### src/hdl/wsc_pkg.sv
`default_nettype none

package wsc_pkg;

	localparam int CELL_W     = 4;
	localparam int CFG_DATA_W = 11;
	localparam int CFG_IDX_W  = 2;
	localparam int MIN_SIZE   = 3;
	localparam int RESET_SIZE = 64;

	localparam logic [CFG_IDX_W-1:0] REG_FRAME_WIDTH  = 2'd0;
	localparam logic [CFG_IDX_W-1:0] REG_FRAME_HEIGHT = 2'd1;

	localparam logic [CELL_W-1:0] AVG_MIN = 4'd1;
	localparam logic [CELL_W-1:0] AVG_MAX = 4'd9;

	// one window column: top, middle and bottom row
	typedef struct packed {
		logic [CELL_W-1:0] top;
		logic [CELL_W-1:0] mid;
		logic [CELL_W-1:0] bot;
	} col_t;

	// eight neighbors plus nine times the center, over 16, clamped
	function automatic logic [CELL_W-1:0] smooth_avg(col_t l, col_t m, col_t r);
		logic [7:0] sum;
		logic [CELL_W-1:0] avg;
		sum = 8'(l.top) + 8'(l.mid) + 8'(l.bot)
			+ 8'(m.top) + 8'(m.bot)
			+ 8'(r.top) + 8'(r.mid) + 8'(r.bot)
			+ {1'b0, m.mid, 3'b000} + {4'b0000, m.mid};
		avg = sum[7:4];
		if (avg < AVG_MIN) begin
			avg = AVG_MIN;
		end else if (avg > AVG_MAX) begin
			avg = AVG_MAX;
		end
		return avg;
	endfunction

endpackage

`default_nettype wire

### src/hdl/wsc_window_cell.sv
`default_nettype none

module wsc_window_cell (
	input  wire           clk,
	input  wire           arst_n,
	input  wire           shift,
	input  wire           clear,
	input  wire wsc_pkg::col_t col_in,
	output wsc_pkg::col_t col_out
);
	import wsc_pkg::*;

	col_t col_q;

	always_ff @(posedge clk or negedge arst_n) begin
		if (!arst_n) begin
			col_q <= '0;
		end else if (clear) begin
			col_q <= '0;
		end else if (shift) begin
			col_q <= col_in;
		end
	end

	assign col_out = col_q;

endmodule

`default_nettype wire

### config.mk
export PLATFORM = sky130hd
export DESIGN_NAME = wsc_window_cell
export DESIGN_NICKNAME = d
export VERILOG_FILES = /design/src/hdl/wsc_pkg.sv /design/src/hdl/wsc_window_cell.sv
export SDC_FILE = /design/constraint.sdc
export NUM_CORES = 1
export LEC_CHECK = 0
export BUFFER_PORTS_ARGS = -buffer_cell sky130_fd_sc_hd__buf_2
export CAP_MARGIN = 20
export CORE_AREA = 2 2 39 41
export DETAILED_ROUTE_END_ITERATION = 10
export DIE_AREA = 0 0 41 43
export PLACE_DENSITY = 0.71
export SYNTH_ARGS = -nofsm -noshare
export SYNTH_HDL_FRONTEND = slang
export SYNTH_SLANG_ARGS = --single-unit
### constraint.sdc
create_clock -name clk -period 1.05 [get_ports clk]
set_input_delay 0.105 -clock clk [delete_from_list [all_inputs] [get_ports clk]]
set_output_delay 0.105 -clock clk [all_outputs]
set_load 0.01 [all_outputs]
==> results of run 1 <==
## cell families (layout without fill, tap and decap cells)
family	after synthesis	in the layout	synth area share, %
multiplexers	12	12	25.00
flip-flops	12	12	62.50
buffers and inverters	2	32	3.124
AND/OR/NAND/NOR	12	12	9.374
## how the worst max path moves through the flow
stage / endpoint / slack (ns) / depth (start not counted)
2_1_floorplan: col_out[0]$_DFFE_PN0P_ / 0.36 / 2
3_3_place_gp: col_out[8]$_DFFE_PN0P_ / 0.23 / 3
3_5_place_dp: col_out[8]$_DFFE_PN0P_ / 0.21 / 3
4_1_cts: col_out[2] / 0.14 / 1
5_1_grt: col_out[7] / 0.12 / 1
6_report: col_out[2] / 0.14 / 1
## cells in the mapped netlist, drive strengths merged
cell,count
dfrtp,12
mux2i,12
nor2,12
clkbuf,1
buf,1
## area by class of cell
type | count | area share (%)
Tap cell | 16 | 3.002
Timing Repair Buffer | 28 | 21.76
Multi-Input combinational cell | 24 | 24.77
Clock buffer | 4 | 5.441
Sequential cell | 12 | 45.03
## metal layers
| metal | vias up | global-route usage [%] | wire length (um) |
|---|---|---|---|
| met1 | 182 | 15.25 | 392 |
| met2 | 15 | 17.81 | 468 |
| met4 | 0 | 10.00 | 33 |
| li1 | 187 | - | - |
| met5 | - | 0 | 0 |
| met3 | 4 | 1.571 | 58 |
## cell usage in the layout, fill, tap and decap left out
cell and count:
dfrtp_1 12, nor2_1 12, mux2i_1 12, clkbuf_4 3, buf_2 27, dlygate4sd3_1 1
clkbuf_8 1
## stage by stage
stage	utilization (%)	instance area, sq um	setup WS (ns)
final	48.19	666.9	0.1450
after global routing	48.19	666.9	0.1163
after CTS	48.19	666.9	0.1387
after detailed placement	44.85	620.6	0.2119
after global placement	44.85	620.6	0.2297
after floorplan	-	480.5	0.3618
## worst reg2reg max path: stages, from the launching register on
cell and delay [ns]:
dfrtp_1 0.38, mux2i_1 0.13, nor2_1 0.06
## power groups by stage
| stage | logic (mW) | clock network, mW | registers, mW |
|---|---|---|---|
| 6_report | 0.136 | 0.361 | 0.499 |
| 3_5_place_dp | 0.136 | 0 | 0.508 |
| 4_1_cts | 0.139 | 0.372 | 0.499 |
| 3_3_place_gp | 0.133 | 0 | 0.508 |
| 5_1_grt | 0.153 | 0.388 | 0.502 |
| 2_1_floorplan | 0.0541 | 0 | 0.522 |
==> metrics.txt, run 1 <==
Gate power share about 14%; placed cells approximately 80; hold buffers post-CTS 1; slowest stage delay, CP slightly below 0.4 ns; Peak VDD IR 0.6295 mV; crit path launch col_out[2]$_DFFE_PN0P_; Reg-to-Reg Start col_out[3]$_DFFE_PN0P_; area of the multi-input gates about 170 sq um; crit path buf inv count 1; top cell type's share of synthesized area 62.50%; register area share after synthesis a little over three fifths; synthesized cell area slightly below 500 sq um; Max-Slew Margin vs Limit a little under 80%; register area 300.3 sq um; Synth cell types 5; Die Area 0.001763 sq mm; internal power 0.7638 mW; CP Capture Type primary output; Nets 85; fmax roughly 1.1 GHz; synth warn 0; Critical Path AT approximately 0.80 ns; max FFs per register 12; CTS tree built; Clk Latency, worst-skew pair between 0.2 and 0.3 ns; critical path class reg2out; switch share approximately a quarter; worst hold-check path type in2reg; Hold Vio Cnt, Final 0; mean area per synthesized cell roughly 13 sq um; Routed WL per cell between 10 and 15 um; die width 41 um; fin crit share 86.19%; area leader, netlist dfrtp_1; run status finished clean; RSZ-0062 raised after global routing false; cts bufs inserted 3; net switching power approximately 0.23 mW; pwr dens ~1500 mW/mm^2; R2R depth 2; vias in the first global route approximately 340; Via-to-Cell Ratio 4.619; WHS Endpoint col_out[5]$_DFFE_PN0P_; total power roughly 1.0 mW; cts repair resizes 0; max cap viols 0; Synth Instances 38; CP max FO 2; remaining antenna violation count 0; largest net degree at the start of global routing 13; post-route setup TNS 0 ns; initial antenna violation count 0; IO buf count 27; required time of the worst setup path around 0.94 ns; Fill cells 140; Slew Viols, Final 0; post-route insts no fill between 80 and 90; Post-CTS Setup Inserts 0; crit path launch type flip-flop; Clock power frac between 30% and 40%; Min-Delay Path Depth 3; hold path startpoint col_in[5]; DRT iter0 DRCs 4; # clock sinks 12; critical path, cell by cell buf_2; CTS clock-pin slew for the worst setup and hold paths approximately 0.07 ns; Post-Synthesis Net Count 54; Residual DRC 0; Seq pwr share 50.1%; io pins 28; # rows 14; hold_ws 0.07917 ns; Starting Density 34.72%; Initial DRT Pass Iterations 4; core area approximately 0.0014 sq mm; htree depth 1; LEAKAGE just under 0.4 nW; R2R setup slack 0.37 ns; minimum clock period ~0.91 ns; synthesized flop and latch total 12; clock root cell clkbuf_4; Tightest Pin Transition about 0.34 ns; n_diodes 0; kind of cell adding the most delay to the critical path flip-flops; Total Routed Length around 950 um; via count 388; top cells by area, synth dfrtp_1 (63%), mux2i_1 (25%), nor2_1 (9.4%), buf_6 (2.3%), clkbuf_1 (0.78%); Area Growth Syn to Fin 38.80%; RR Endpoint col_out[3]$_DFFE_PN0P_; CP max-delay cell dfrtp_1; first-pass GRT wire length ~1400 um; GRT Total Usage around an eighth; final count of negative-setup-slack endpoints 0; clock skew 0 ns; gr ovfl total 0; share of layout cells above drive strength 1 approximately 46%; clock buffer depth 2; Die Height between 40 and 50 um; global placement routability congestion around 0.79
Note: power is estimated with default switching activity, not from simulation.
==> run 2, diff against run 1 <==
--- a/config.mk
+++ b/config.mk
@@ -10,7 +10,8 @@
 export CORE_AREA = 2 2 39 41
 export DETAILED_ROUTE_END_ITERATION = 10
 export DIE_AREA = 0 0 41 43
-export PLACE_DENSITY = 0.71
+export PLACE_DENSITY = 0.79
 export SYNTH_ARGS = -nofsm -noshare
 export SYNTH_HDL_FRONTEND = slang
 export SYNTH_SLANG_ARGS = --single-unit
+export TNS_END_PERCENT = 10
==> run 2 against run 1 <==
  * Total power fell by 9.1%
  * Clock skew is the same
  * Via count is 5.4% lower
  * Clock power shrank 25%
  * Maximum frequency is 0.48% higher
  * Critical endpoint is now col_out[7]
  * Largest cell class unchanged
  * Largest power group unchanged
==> metrics.txt, run 2 (synthesized netlist as in run 1, its figures left out) <==
max FFs per register 12 (unchanged); post-route cell area 653.1 sq um (-2.1%); clock buffer depth 2 (unchanged); Starting Density 34.72% (unchanged); htree depth 1 (unchanged); first-pass GRT wire length 1587 um (+12%); critical path depth in cells 1 (unchanged); cts repair resizes 0 (unchanged); Nets 85 (unchanged); R2R depth 2 (unchanged); post-route insts no fill 83 (-1.2%); IO buf count 27 (unchanged); Tightest Pin Transition 0.3486 ns (+0.01286 ns); largest net degree at the start of global routing 13 (unchanged); n_diodes 0 (unchanged); Clk Latency, worst-skew pair 0.27 ns (about the same); Initial DRT Pass Iterations 4 (unchanged); Critical Path Sink col_out[7]; crit path buf inv count 1 (unchanged); Slew Viols, Final 0 (unchanged); run status finished clean; via count 367 (-5.4%); Setup WS pre-CTS 0.2127 ns (+0.0008080 ns); max cap viols 0 (unchanged); critical path, cell by cell buf_2; io pins 28 (unchanged); Area Growth Syn to Fin 35.94%; Hold Vio Cnt, Final 0 (unchanged); placed cells 79 (unchanged); Reg-to-Reg Start col_out[0]$_DFFE_PN0P_; CP Capture Type primary output; register area 300.3 sq um (unchanged); core area 0.001384 sq mm (unchanged); Fill cells 124 (-11%); Post-CTS Setup Inserts 0 (unchanged); clock skew 0 ns (unchanged); worst hold-check path type in2reg; critical path class reg2out; kind of cell adding the most delay to the critical path flip-flops; gr ovfl total 0 (unchanged); crit path launch type flip-flop; Peak VDD IR 0.9659 mV (+53%); Max-Slew Margin vs Limit 76.76% (-0.86 points); final count of negative-setup-slack endpoints 0 (unchanged); minimum clock period 0.9007 ns (-0.004286 ns); LEAKAGE 0.3895 nW (-1.8%); cts bufs inserted 3 (unchanged); Via-to-Cell Ratio 4.422 (-4.3%); # rows 14 (unchanged); commonest non-fill, non-tap cells in the layout buf_2 (27), mux2i_1 (12), nor2_1 (12), dfrtp_1 (12), clkbuf_4 (3); Total Routed Length 969 um (+1.7%); RSZ-0062 raised after global routing false; fmax 1.110 GHz (+0.48%); R2R setup slack 0.36 ns (about the same); remaining antenna violation count 0 (unchanged); CP max-delay cell dfrtp_1; # clock sinks 12 (unchanged); CTS clock-pin slew for the worst setup and hold paths 0.07 ns (about the same); initial antenna violation count 0 (unchanged); RR Endpoint col_out[0]$_DFFE_PN0P_; Routed WL per cell 11.67 um (+2.9%); GRT Total Usage 14.17% (+1.9 points); clock root cell clkbuf_4; dpl hpwl 697.5 um; setup ws final 0.1493 ns (+0.004286 ns); Critical Path AT 0.80 ns (about the same); die width 41 um (unchanged); required time of the worst setup path 0.94 ns (about the same); area of the multi-input gates 165.2 sq um (unchanged); Residual DRC 0 (unchanged); Die Area 0.001763 sq mm (unchanged); share of layout cells above drive strength 1 44.78% (-0.81 points); global placement routability congestion 0.6294 (-20%); most common cell after layout, fill and taps aside buf_2; CTS tree built; vias in the first global route 368 (+8.6%); dpl cell area 620.6 sq um (unchanged); DRT iter0 DRCs 10 (+6); Die Height 43 um (unchanged); CP max FO 2 (unchanged); pwr dens 1387 mW/mm^2 (-7.1%); post-route setup TNS 0 ns (unchanged); hold buffers post-CTS 1 (unchanged); crit path launch col_out[7]$_DFFE_PN0P_; fin crit share 85.78% (-0.41 points); slowest stage delay, CP 0.39 ns (about the same)
run 2: changes by cell type in the layout (fill, tap and decap cells not counted):
cell and delta:
clkbuf_8 -1
run 2: worst min-delay path, delay by kind of cell:
kind | cells | cell delay, ns
buffers and inverters | 1 | 0.08
multiplexers | 1 | 0.06
AND/OR/NAND/NOR | 1 | 0.07
run 2: metal layers:
metal / up-vias / global-route usage (%) / share of wire, %
met5: - / 0 / 0
li1: 182 / - / -
met3: 2 / 8.377 / 9.4
met2: 19 / 19.06 / 46
met4: 0 / 8.000 / 1.1
met1: 164 / 16.89 / 44
run 2: how the worst min path moves through the flow:
stage | cells after the start | to | slack (ns) | start
CTS | 3 | col_out[5]$_DFFE_PN0P_ | 0.07 | col_in[5]
floorplan | 0 | col_out[0]$_DFFE_PN0P_ | -0.19 | arst_n
global placement | 1 | col_out[7]$_DFFE_PN0P_ | -0.007 | arst_n
detailed placement | 1 | col_out[5]$_DFFE_PN0P_ | -0.006 | arst_n
global route | 3 | col_out[3]$_DFFE_PN0P_ | 0.08 | col_in[3]
finish | 3 | col_out[10]$_DFFE_PN0P_ | 0.08 | col_in[10]
run 2: stage by stage:
step                total power [mW]  hold WS (ns)  util, %
finish                        0.9056       0.07985    47.20
global route                  0.9719       0.08225    47.20
CTS                           0.9314       0.06774    47.20
detailed placement            0.6437     -0.005581    44.85
global placement              0.6405     -0.006797    44.85
floorplan                     0.5766       -0.1906        -
run 2: power by group:
part | total [mW] | internal [mW] | switching [mW]
Clock | 0.270 | 0.133 | 0.137
Combinational | 0.136 | 0.0659 | 0.0697
Sequential | 0.500 | 0.488 | 0.0120
Total | 0.906 | 0.687 | 0.219
run 2: cell type report:
class | count | area share, %
multi-input combinational | 24 | 25.29
timing repair buffer | 28 | 22.22
clock buffer | 3 | 3.448
sequential | 12 | 45.98
tap | 16 | 3.065
